**src/rtl/sync_length_frame_parser_heartbeat_unit_assert.svh**
```systemverilog
// Assertion macros for the sync/length frame parser with heartbeat.
// Included by the top level; no other dependencies.
`ifndef SYNC_LENGTH_FRAME_PARSER_HEARTBEAT_UNIT_ASSERT_SVH
`define SYNC_LENGTH_FRAME_PARSER_HEARTBEAT_UNIT_ASSERT_SVH

`ifndef SYNTHESIS
`define SLFPH_ASSERT_NOW(name, clk, rstn, pre, post) \
    name: assert property (@(posedge clk) disable iff (!rstn) (pre) |-> (post)) \
        else $error("slfph assertion failed");
`define SLFPH_ASSERT_NEXT(name, clk, rstn, pre, post) \
    name: assert property (@(posedge clk) disable iff (!rstn) (pre) |=> (post)) \
        else $error("slfph assertion failed");
`else
`define SLFPH_ASSERT_NOW(name, clk, rstn, pre, post)
`define SLFPH_ASSERT_NEXT(name, clk, rstn, pre, post)
`endif

`endif

```
**src/rtl/slfph_pkg.sv**
```systemverilog
// Shared types and constants for the sync/length frame parser with heartbeat.
// No dependencies.
`timescale 1ns / 1ps

package slfph_pkg;

    localparam int TICK_COUNT_BITS = 10;
    localparam int CFG_MS_W        = 10;
    localparam int CFG_DATA_W      = 10;
    localparam int CFG_IDX_W       = 3;
    localparam int CMP_W           = (TICK_COUNT_BITS > CFG_MS_W) ? TICK_COUNT_BITS : CFG_MS_W;
    localparam int HDR_LAST_POS    = 5;

    typedef logic [TICK_COUNT_BITS-1:0] tick_cnt_t;

    typedef enum logic {
        ACT_BYTE = 1'b0,
        ACT_TICK = 1'b1
    } action_t;

    typedef enum logic [CFG_IDX_W-1:0] {
        REG_SYNC_VALUE      = 3'd0,
        REG_SILENCE_LIMIT   = 3'd1,
        REG_HEARTBEAT_PER   = 3'd2,
        REG_HEARTBEAT_VALUE = 3'd3
    } cfg_index_t;

    typedef enum logic [1:0] {
        MODE_HUNT    = 2'd0,
        MODE_COLLECT = 2'd1,
        MODE_DISCARD = 2'd2
    } parser_mode_t;

    typedef struct packed {
        logic       action;
        logic [7:0] rx_byte;
    } in_item_t;

    typedef struct packed {
        logic [7:0] send_value;
        logic [7:0] opcode_high;
        logic       is_heartbeat;
    } out_item_t;

    typedef struct packed {
        logic byte_en;
        logic tick_en;
    } step_t;

    typedef struct packed {
        logic [7:0]          sync_value;
        logic [CFG_MS_W-1:0] silence_limit;
        logic [CFG_MS_W-1:0] heartbeat_period;
        logic [7:0]          hb_value;
    } cfg_t;

    typedef struct packed {
        logic       hit;
        logic [7:0] value;
        logic [7:0] opcode;
    } frame_t;

endpackage

```
**src/rtl/slfph_parser.sv**
```systemverilog
// Hunt/collect/discard byte parser; reports a completed header.
// Depends on slfph_pkg.
`timescale 1ns / 1ps

module slfph_parser import slfph_pkg::*; (
    input  logic       aclk,
    input  logic       aresetn,
    input  step_t      step,
    input  logic [7:0] rx_byte,
    input  logic [7:0] sync_value,
    output frame_t     frame
);

    parser_mode_t mode_reg, mode_next;
    logic [2:0]   pos_reg, pos_next;
    logic [7:0]   len_low_reg, len_low_next;
    logic [7:0]   len_high_reg, len_high_next;
    logic [7:0]   value_reg, value_next;
    logic [15:0]  skip_reg, skip_next;

    logic         hdr_done;
    logic [15:0]  frame_len;
    logic [15:0]  skip_load;
    logic [15:0]  skip_dec;

    assign hdr_done  = (mode_reg == MODE_COLLECT) && (pos_reg >= 3'(HDR_LAST_POS));
    assign frame_len = {len_high_reg, len_low_reg};
    assign skip_load = (frame_len >= 16'd2) ? (frame_len - 16'd2) : 16'd0;
    assign skip_dec  = skip_reg - 16'd1;

    // next mode
    always_comb begin
        mode_next = mode_reg;
        if (step.byte_en) begin
            unique case (mode_reg)
                MODE_COLLECT: begin
                    if (hdr_done) begin
                        mode_next = (skip_load != 16'd0) ? MODE_DISCARD : MODE_HUNT;
                    end
                end
                MODE_DISCARD: begin
                    if (skip_dec == 16'd0) begin
                        mode_next = MODE_HUNT;
                    end
                end
                default: begin
                    mode_next = (rx_byte == sync_value) ? MODE_COLLECT : MODE_HUNT;
                end
            endcase
        end
    end

    // header fields, skip count and outputs
    always_comb begin
        pos_next      = pos_reg;
        len_low_next  = len_low_reg;
        len_high_next = len_high_reg;
        value_next    = value_reg;
        skip_next     = skip_reg;
        frame.hit     = 1'b0;
        frame.value   = value_reg;
        frame.opcode  = rx_byte;
        if (step.byte_en) begin
            unique case (mode_reg)
                MODE_COLLECT: begin
                    if (pos_reg == 3'd2) len_low_next  = rx_byte;
                    if (pos_reg == 3'd3) len_high_next = rx_byte;
                    if (pos_reg == 3'd4) value_next    = rx_byte;
                    if (hdr_done) begin
                        pos_next  = 3'd0;
                        skip_next = skip_load;
                        frame.hit = 1'b1;
                    end else begin
                        pos_next = pos_reg + 3'd1;
                    end
                end
                MODE_DISCARD: begin
                    skip_next = skip_dec;
                end
                default: begin
                    if (rx_byte == sync_value) begin
                        pos_next = 3'd1;
                    end
                end
            endcase
        end
    end

    always_ff @(posedge aclk) begin
        if (!aresetn) begin
            mode_reg     <= MODE_HUNT;
            pos_reg      <= 3'd0;
            len_low_reg  <= 8'd0;
            len_high_reg <= 8'd0;
            value_reg    <= 8'd0;
            skip_reg     <= 16'd0;
        end else begin
            mode_reg     <= mode_next;
            pos_reg      <= pos_next;
            len_low_reg  <= len_low_next;
            len_high_reg <= len_high_next;
            value_reg    <= value_next;
            skip_reg     <= skip_next;
        end
    end

endmodule

```
**src/rtl/slfph_beat.sv**
```systemverilog
// Quiet-time tracking and heartbeat request generation.
// Depends on slfph_pkg.
`timescale 1ns / 1ps

module slfph_beat import slfph_pkg::*; (
    input  logic  aclk,
    input  logic  aresetn,
    input  step_t step,
    input  cfg_t  cfg,
    output logic  beat_hit
);

    localparam tick_cnt_t TICK_MAX = '1;

    logic      active_reg, active_next;
    tick_cnt_t quiet_reg, quiet_next;
    tick_cnt_t since_reg, since_next;

    tick_cnt_t quiet_inc;
    tick_cnt_t since_inc;
    logic      still_active;

    assign quiet_inc    = (quiet_reg == TICK_MAX) ? TICK_MAX : quiet_reg + 1'b1;
    assign since_inc    = (since_reg == TICK_MAX) ? TICK_MAX : since_reg + 1'b1;
    assign still_active = active_reg &&
                          (CMP_W'(quiet_inc) < CMP_W'(cfg.silence_limit));

    always_comb begin
        active_next = active_reg;
        quiet_next  = quiet_reg;
        since_next  = since_reg;
        beat_hit    = 1'b0;
        if (step.byte_en) begin
            active_next = 1'b1;
            quiet_next  = '0;
        end else if (step.tick_en) begin
            quiet_next  = quiet_inc;
            active_next = still_active;
            since_next  = since_inc;
            if (!still_active && (CMP_W'(since_inc) >= CMP_W'(cfg.heartbeat_period))) begin
                since_next = '0;
                beat_hit   = 1'b1;
            end
        end
    end

    always_ff @(posedge aclk) begin
        if (!aresetn) begin
            active_reg <= 1'b0;
            quiet_reg  <= '0;
            since_reg  <= TICK_MAX;
        end else begin
            active_reg <= active_next;
            quiet_reg  <= quiet_next;
            since_reg  <= since_next;
        end
    end

endmodule

```
**src/rtl/sync_length_frame_parser_heartbeat_unit.sv**
```systemverilog
// Top level: input register, parser, heartbeat timer, config registers, result register.
// Depends on slfph_pkg, slfph_parser, slfph_beat and the assertion header.
//
//   channel  ports               direction  payload
//   input    s_valid/s_ready     in         s_item  (action, rx_byte)
//   result   m_valid/m_ready     out        m_item  (send_value, opcode_high, is_heartbeat)
//   config   cfg_we/cfg_index    in         cfg_wdata
//
// One item per cycle sustained while the result register is free; an item that completes a header
// or fires a heartbeat sets m_valid through the input register, state update and result register.
// Reset returns the parser to hunt, the line to inactive and the heartbeat timer to saturated.
// A held result stalls the item in the input register, which in turn drops s_ready.
`timescale 1ns / 1ps
`include "sync_length_frame_parser_heartbeat_unit_assert.svh"

module sync_length_frame_parser_heartbeat_unit import slfph_pkg::*; (
    input  logic                  aclk,
    input  logic                  aresetn,
    input  logic                  s_valid,
    output logic                  s_ready,
    input  in_item_t              s_item,
    output logic                  m_valid,
    input  logic                  m_ready,
    output out_item_t             m_item,
    input  logic                  cfg_we,
    input  logic [CFG_IDX_W-1:0]  cfg_index,
    input  logic [CFG_DATA_W-1:0] cfg_wdata
);

    logic      in_valid_reg, in_valid_next;
    in_item_t  in_item_reg;
    logic      out_valid_reg, out_valid_next;
    out_item_t out_item_reg, out_item_next;
    cfg_t      cfg_reg, cfg_next;

    logic      out_free;
    logic      proc;
    step_t     step;
    frame_t    frame;
    logic      beat_hit;

    assign out_free     = !out_valid_reg || m_ready;
    assign proc         = in_valid_reg && out_free;
    assign s_ready      = !in_valid_reg || proc;
    assign step.byte_en = proc && (in_item_reg.action == ACT_BYTE);
    assign step.tick_en = proc && (in_item_reg.action == ACT_TICK);
    assign m_valid      = out_valid_reg;
    assign m_item       = out_item_reg;

    slfph_parser u_parser (
        .aclk       (aclk),
        .aresetn    (aresetn),
        .step       (step),
        .rx_byte    (in_item_reg.rx_byte),
        .sync_value (cfg_reg.sync_value),
        .frame      (frame)
    );

    slfph_beat u_beat (
        .aclk     (aclk),
        .aresetn  (aresetn),
        .step     (step),
        .cfg      (cfg_reg),
        .beat_hit (beat_hit)
    );

    always_comb begin
        cfg_next = cfg_reg;
        if (cfg_we) begin
            unique case (cfg_index)
                REG_SYNC_VALUE:      cfg_next.sync_value       = cfg_wdata[7:0];
                REG_SILENCE_LIMIT:   cfg_next.silence_limit    = cfg_wdata[CFG_MS_W-1:0];
                REG_HEARTBEAT_PER:   cfg_next.heartbeat_period = cfg_wdata[CFG_MS_W-1:0];
                REG_HEARTBEAT_VALUE: cfg_next.hb_value         = cfg_wdata[7:0];
                default: ;
            endcase
        end
    end

    always_comb begin
        in_valid_next  = in_valid_reg;
        out_valid_next = out_valid_reg;
        out_item_next  = out_item_reg;
        if (s_valid && s_ready) begin
            in_valid_next = 1'b1;
        end else if (proc) begin
            in_valid_next = 1'b0;
        end
        if (m_ready) begin
            out_valid_next = 1'b0;
        end
        if (frame.hit) begin
            out_valid_next             = 1'b1;
            out_item_next.send_value   = frame.value;
            out_item_next.opcode_high  = frame.opcode;
            out_item_next.is_heartbeat = 1'b0;
        end else if (beat_hit) begin
            out_valid_next             = 1'b1;
            out_item_next.send_value   = cfg_reg.hb_value;
            out_item_next.opcode_high  = 8'd0;
            out_item_next.is_heartbeat = 1'b1;
        end
    end

    always_ff @(posedge aclk) begin
        if (!aresetn) begin
            in_valid_reg  <= 1'b0;
            out_valid_reg <= 1'b0;
            cfg_reg.sync_value       <= 8'hAA;
            cfg_reg.silence_limit    <= CFG_MS_W'(100);
            cfg_reg.heartbeat_period <= CFG_MS_W'(10);
            cfg_reg.hb_value         <= 8'd0;
        end else begin
            in_valid_reg  <= in_valid_next;
            out_valid_reg <= out_valid_next;
            cfg_reg       <= cfg_next;
        end
    end

    // payload registers
    always_ff @(posedge aclk) begin
        if (s_valid && s_ready) begin
            in_item_reg <= s_item;
        end
        out_item_reg <= out_item_next;
    end

    `SLFPH_ASSERT_NOW(a_one_source, aclk, aresetn, 1'b1, !(frame.hit && beat_hit))
    `SLFPH_ASSERT_NOW(a_hold_on_stall, aclk, aresetn, out_valid_reg && !m_ready, !proc)
    `SLFPH_ASSERT_NEXT(a_input_loaded, aclk, aresetn, s_valid && s_ready, in_valid_reg)
    `SLFPH_ASSERT_NEXT(a_result_kind, aclk, aresetn, frame.hit || beat_hit,
        out_valid_reg && (out_item_reg.is_heartbeat == $past(beat_hit)))

endmodule
```
**config.mk**
```make
export PLATFORM = sky130hd
export DESIGN_NAME = sync_length_frame_parser_heartbeat_unit
export DESIGN_NICKNAME = d
export VERILOG_FILES = /design/src/rtl/slfph_pkg.sv /design/src/rtl/slfph_parser.sv /design/src/rtl/slfph_beat.sv /design/src/rtl/sync_length_frame_parser_heartbeat_unit.sv
export VERILOG_INCLUDE_DIRS = /design/src /design/src/rtl
export SDC_FILE = /design/constraint.sdc
export NUM_CORES = 1
export LEC_CHECK = 0
export BUFFER_PORTS_ARGS = -buffer_cell sky130_fd_sc_hd__buf_2
export CAP_MARGIN = 20
export CORE_MARGIN = 4
export CORE_UTILIZATION = 60
export CTS_CLUSTER_SIZE = 16
export DETAILED_ROUTE_END_ITERATION = 12
export GPL_TIMING_DRIVEN = 1
export PLACE_DENSITY = 0.78
export SLEW_MARGIN = 20
export SYNTH_ARGS = -nofsm -noshare
export SYNTH_HDL_FRONTEND = slang
export SYNTH_SLANG_ARGS = --single-unit
```
**constraint.sdc**
```tcl
create_clock -name aclk -period 9.45 [get_ports aclk]
set_clock_uncertainty 0.2 [all_clocks]
set_input_delay 1.89 -clock aclk [delete_from_list [all_inputs] [get_ports aclk]]
set_output_delay 1.89 -clock aclk [all_outputs]
set_load 0.05 [all_outputs]
```
==> metrics.txt <==
FP Rows=38; RSZ-0062 raised after global routing=no; worst min path class=flop to flop; instance count of the mapped netlist=around 800; Final min period=4.69 ns; # nets final=881; drt drc=0; #FFs+latches synth=between 100 and 150; Worst-path clk slew=0.06 ns; die height=115 um; CTS Sinks=between 100 and 150; gpl congestion=around 0.95; DRT Pass-1 Iters=8; Leakage=3.27 nW; aggregate global-route resource usage=27.2%; DIE WIDTH=115 um; PnR worst setup slack=4.76 ns; port buffer count=45; cell mode on critical path=buf_2; crit path launch type=input port; ANT nets after route=0; synth top area cells=dfxtp_1 (31%), edfxtp_1 (11%), nand2_1 (6.4%), ha_1 (5.6%), mux2i_1 (4.4%); YS warnings=0; ys flop type=dfxtp_1; Synthesized Nets=roughly 860; share of the synthesized area in the top cell type=30.5%; core region area=11000 um^2; Worst path max stage delay=~0.28 ns; max-cap violation count=0; Hold Buf Count CTS=0; highest clock rate=213 MHz; Ant. Diodes=0; CP cell instances=buf_2, nor2b_1, nand2_1, buf_2; arrival time at the worst endpoint=2.60 ns; Area growth syn-to-layout=12.4%; Pwr per Cell Area=171 nW/um^2; critical path required time=7.36 ns; critical path class=input port to primary output; Vias per Instance=just over 6; DP Wirelength=11.7 mm; VDD IR-drop max=0.000156 V; Root Driver=clkbuf_16; Worst-Skew Late Latency=0.42 ns; max reg flops=36; Top Ports=46; antenna violations before repair=0; CTS tree=done; CP max stage cell=nor2b_1; synthesized area=around 7000 um^2; postcts setup bufs=0; first-pass GRT wire length=28.7 mm; Clock Tree Buf Depth=2; # resized after CTS=0; drt first-iter violations=522; share of post-route cells with drive strength above 1=11.4%; crit end category=primary output; Synth cell types=62; pre-CTS setup slack=4.76 ns; Yosys top cell by area=dfxtp_1; slew margin rel.=about a third; # setup viols final=0; initial core utilization=62.5%; Num CTS Buffers=17; worst hold slack=around 0.27 ns; fillcell total=857; Die ar.=approximately 13000 um^2; Routed WL=17.0 mm; vias=5940; worst-margin pin slew=0.970 ns; vias in the first global route=5877; status=complete, no violations; largest net degree at the start of global routing=82; DR WL/cell=17.5 um; Async S/R FF share, synth=0%; fin crit share=49.6%; gr ovfl total=0; Setup TNS=0 ns; Syn Area/Cell=8.63 um^2; Seq/Total Area, Yosys=41.4%; worst path bufs/invs=2; H-tree level count=4; Top delay family on crit path=simple AND/OR/NAND/NOR gates; crit-path max FO=6; Final Hold Vio Count=0; number of flops mapped to enable cells by yosys=25; Slew Viols, Final=0
-- power by group --
part	internal (W)	switching, W
sequential	0.000576	0.0000116
combinational	0.0000380	0.0000617
clock	0.000386	0.000248
total	0.00100	0.000322
-- Yosys cell counts (12+ instances only) --
library cell	number
nand2_1	118
inv_1	38
dfxtp_1	105
and3_1	12
nor3_1	18
clkbuf_1	40
and2_1	15
o211ai_1	14
nor2_1	55
a21oi_1	28
xor2_1	16
xnor2_1	13
nor2b_1	20
edfxtp_1	25
mux2i_1	30
o21ai_0	29
ha_1	31
nor4_1	16
nand3_1	23
a21boi_0	33
-- worst paths after layout --
| path | to | from | slack, ns | cells past startpoint |
|---|---|---|---|---|
| worst min register to register | cfg_reg[22]$_SDFFE_PN0P_ | cfg_reg[22]$_SDFFE_PN0P_ | 0.27 | 2 |
| worst max register to register | m_item[3]$_DFFE_PP_ | u_beat.quiet_reg[0]$_SDFFE_PP0P_ | 4.96 | 12 |
| worst min-delay path | cfg_reg[22]$_SDFFE_PN0P_ | cfg_reg[22]$_SDFFE_PN0P_ | 0.27 | 2 |
| worst max-delay path | s_ready | m_ready | 4.76 | 4 |
-- cells in the final DEF (no fill, tap or decap), types with 14 or more instances in the layout --
master     synthesis  layout
nand2_1          118     118
dfxtp_1          105     105
nor2_1            55      55
buf_2              3      45
inv_1             38      38
a21boi_0          33      33
ha_1              31      31
mux2i_1           30      30
o21ai_0           29      29
a21oi_1           28      28
edfxtp_1          25      25
nand3_1           23      23
nor2b_1           20      20
nor3_1            18      18
clkbuf_16          0      17
xor2_1            16      16
and2_1            15      15
nor4_1            16      14
o211ai_1          14      14
-- cell type report --
type / instances / area [um^2] / share of cell area [%]
clock buffers: 18 / 429 / 5.54
flip-flops and latches: 130 / 2850 / 36.8
well taps: 140 / 175 / 2.26
inverters: 39 / 146 / 1.89
clock inverters: 14 / 139 / 1.79
multi-input cells: 585 / 3740 / 48.3
repair buffers: 50 / 263 / 3.39
-- logic make-up after synthesis --
logic type | count (synthesis) | share of synthesized area (%)
AND/OR/NAND/NOR | 324 | 22.9
AO/OA/AOI/OAI | 169 | 17.1
flip-flops | 130 | 41.4
buffers and inverters | 83 | 4.59
multiplexers | 32 | 4.68
adder cells (fa/ha/maj) | 31 | 5.63
XOR/XNOR | 29 | 3.69
-- routing by layer --
metal	vias up	global-route usage [%]	wire length, um
li1	2895	-	-
met1	2812	33.7	7380
met2	196	45.8	8270
met3	37	5.89	906
met4	0	11.7	490
met5	-	0	0
-- worst register-to-register path, delay by kind of cell (launching register included) --
kind,cells,cell delay (ns)
AO/OA/AOI/OAI,3,0.98
buffers and inverters,1,0.22
adder cells (fa/ha/maj),2,0.54
flip-flops,1,0.44
AND/OR/NAND/NOR,6,1.81
-- per-stage QoR --
| step | area [um^2] | std cells | power [W] | util [%] |
|---|---|---|---|---|
| floorplan | 6890 | 798 | 0.000665 | - |
| global placement | 7180 | 944 | 0.000691 | 65.1 |
| detailed placement | 7180 | 944 | 0.000696 | 65.1 |
| CTS | 7740 | 976 | 0.00133 | 70.2 |
| global route | 7740 | 976 | 0.00137 | 70.2 |
| finish | 7740 | 976 | 0.00132 | 70.2 |
Power figures use the tool's default switching activity.
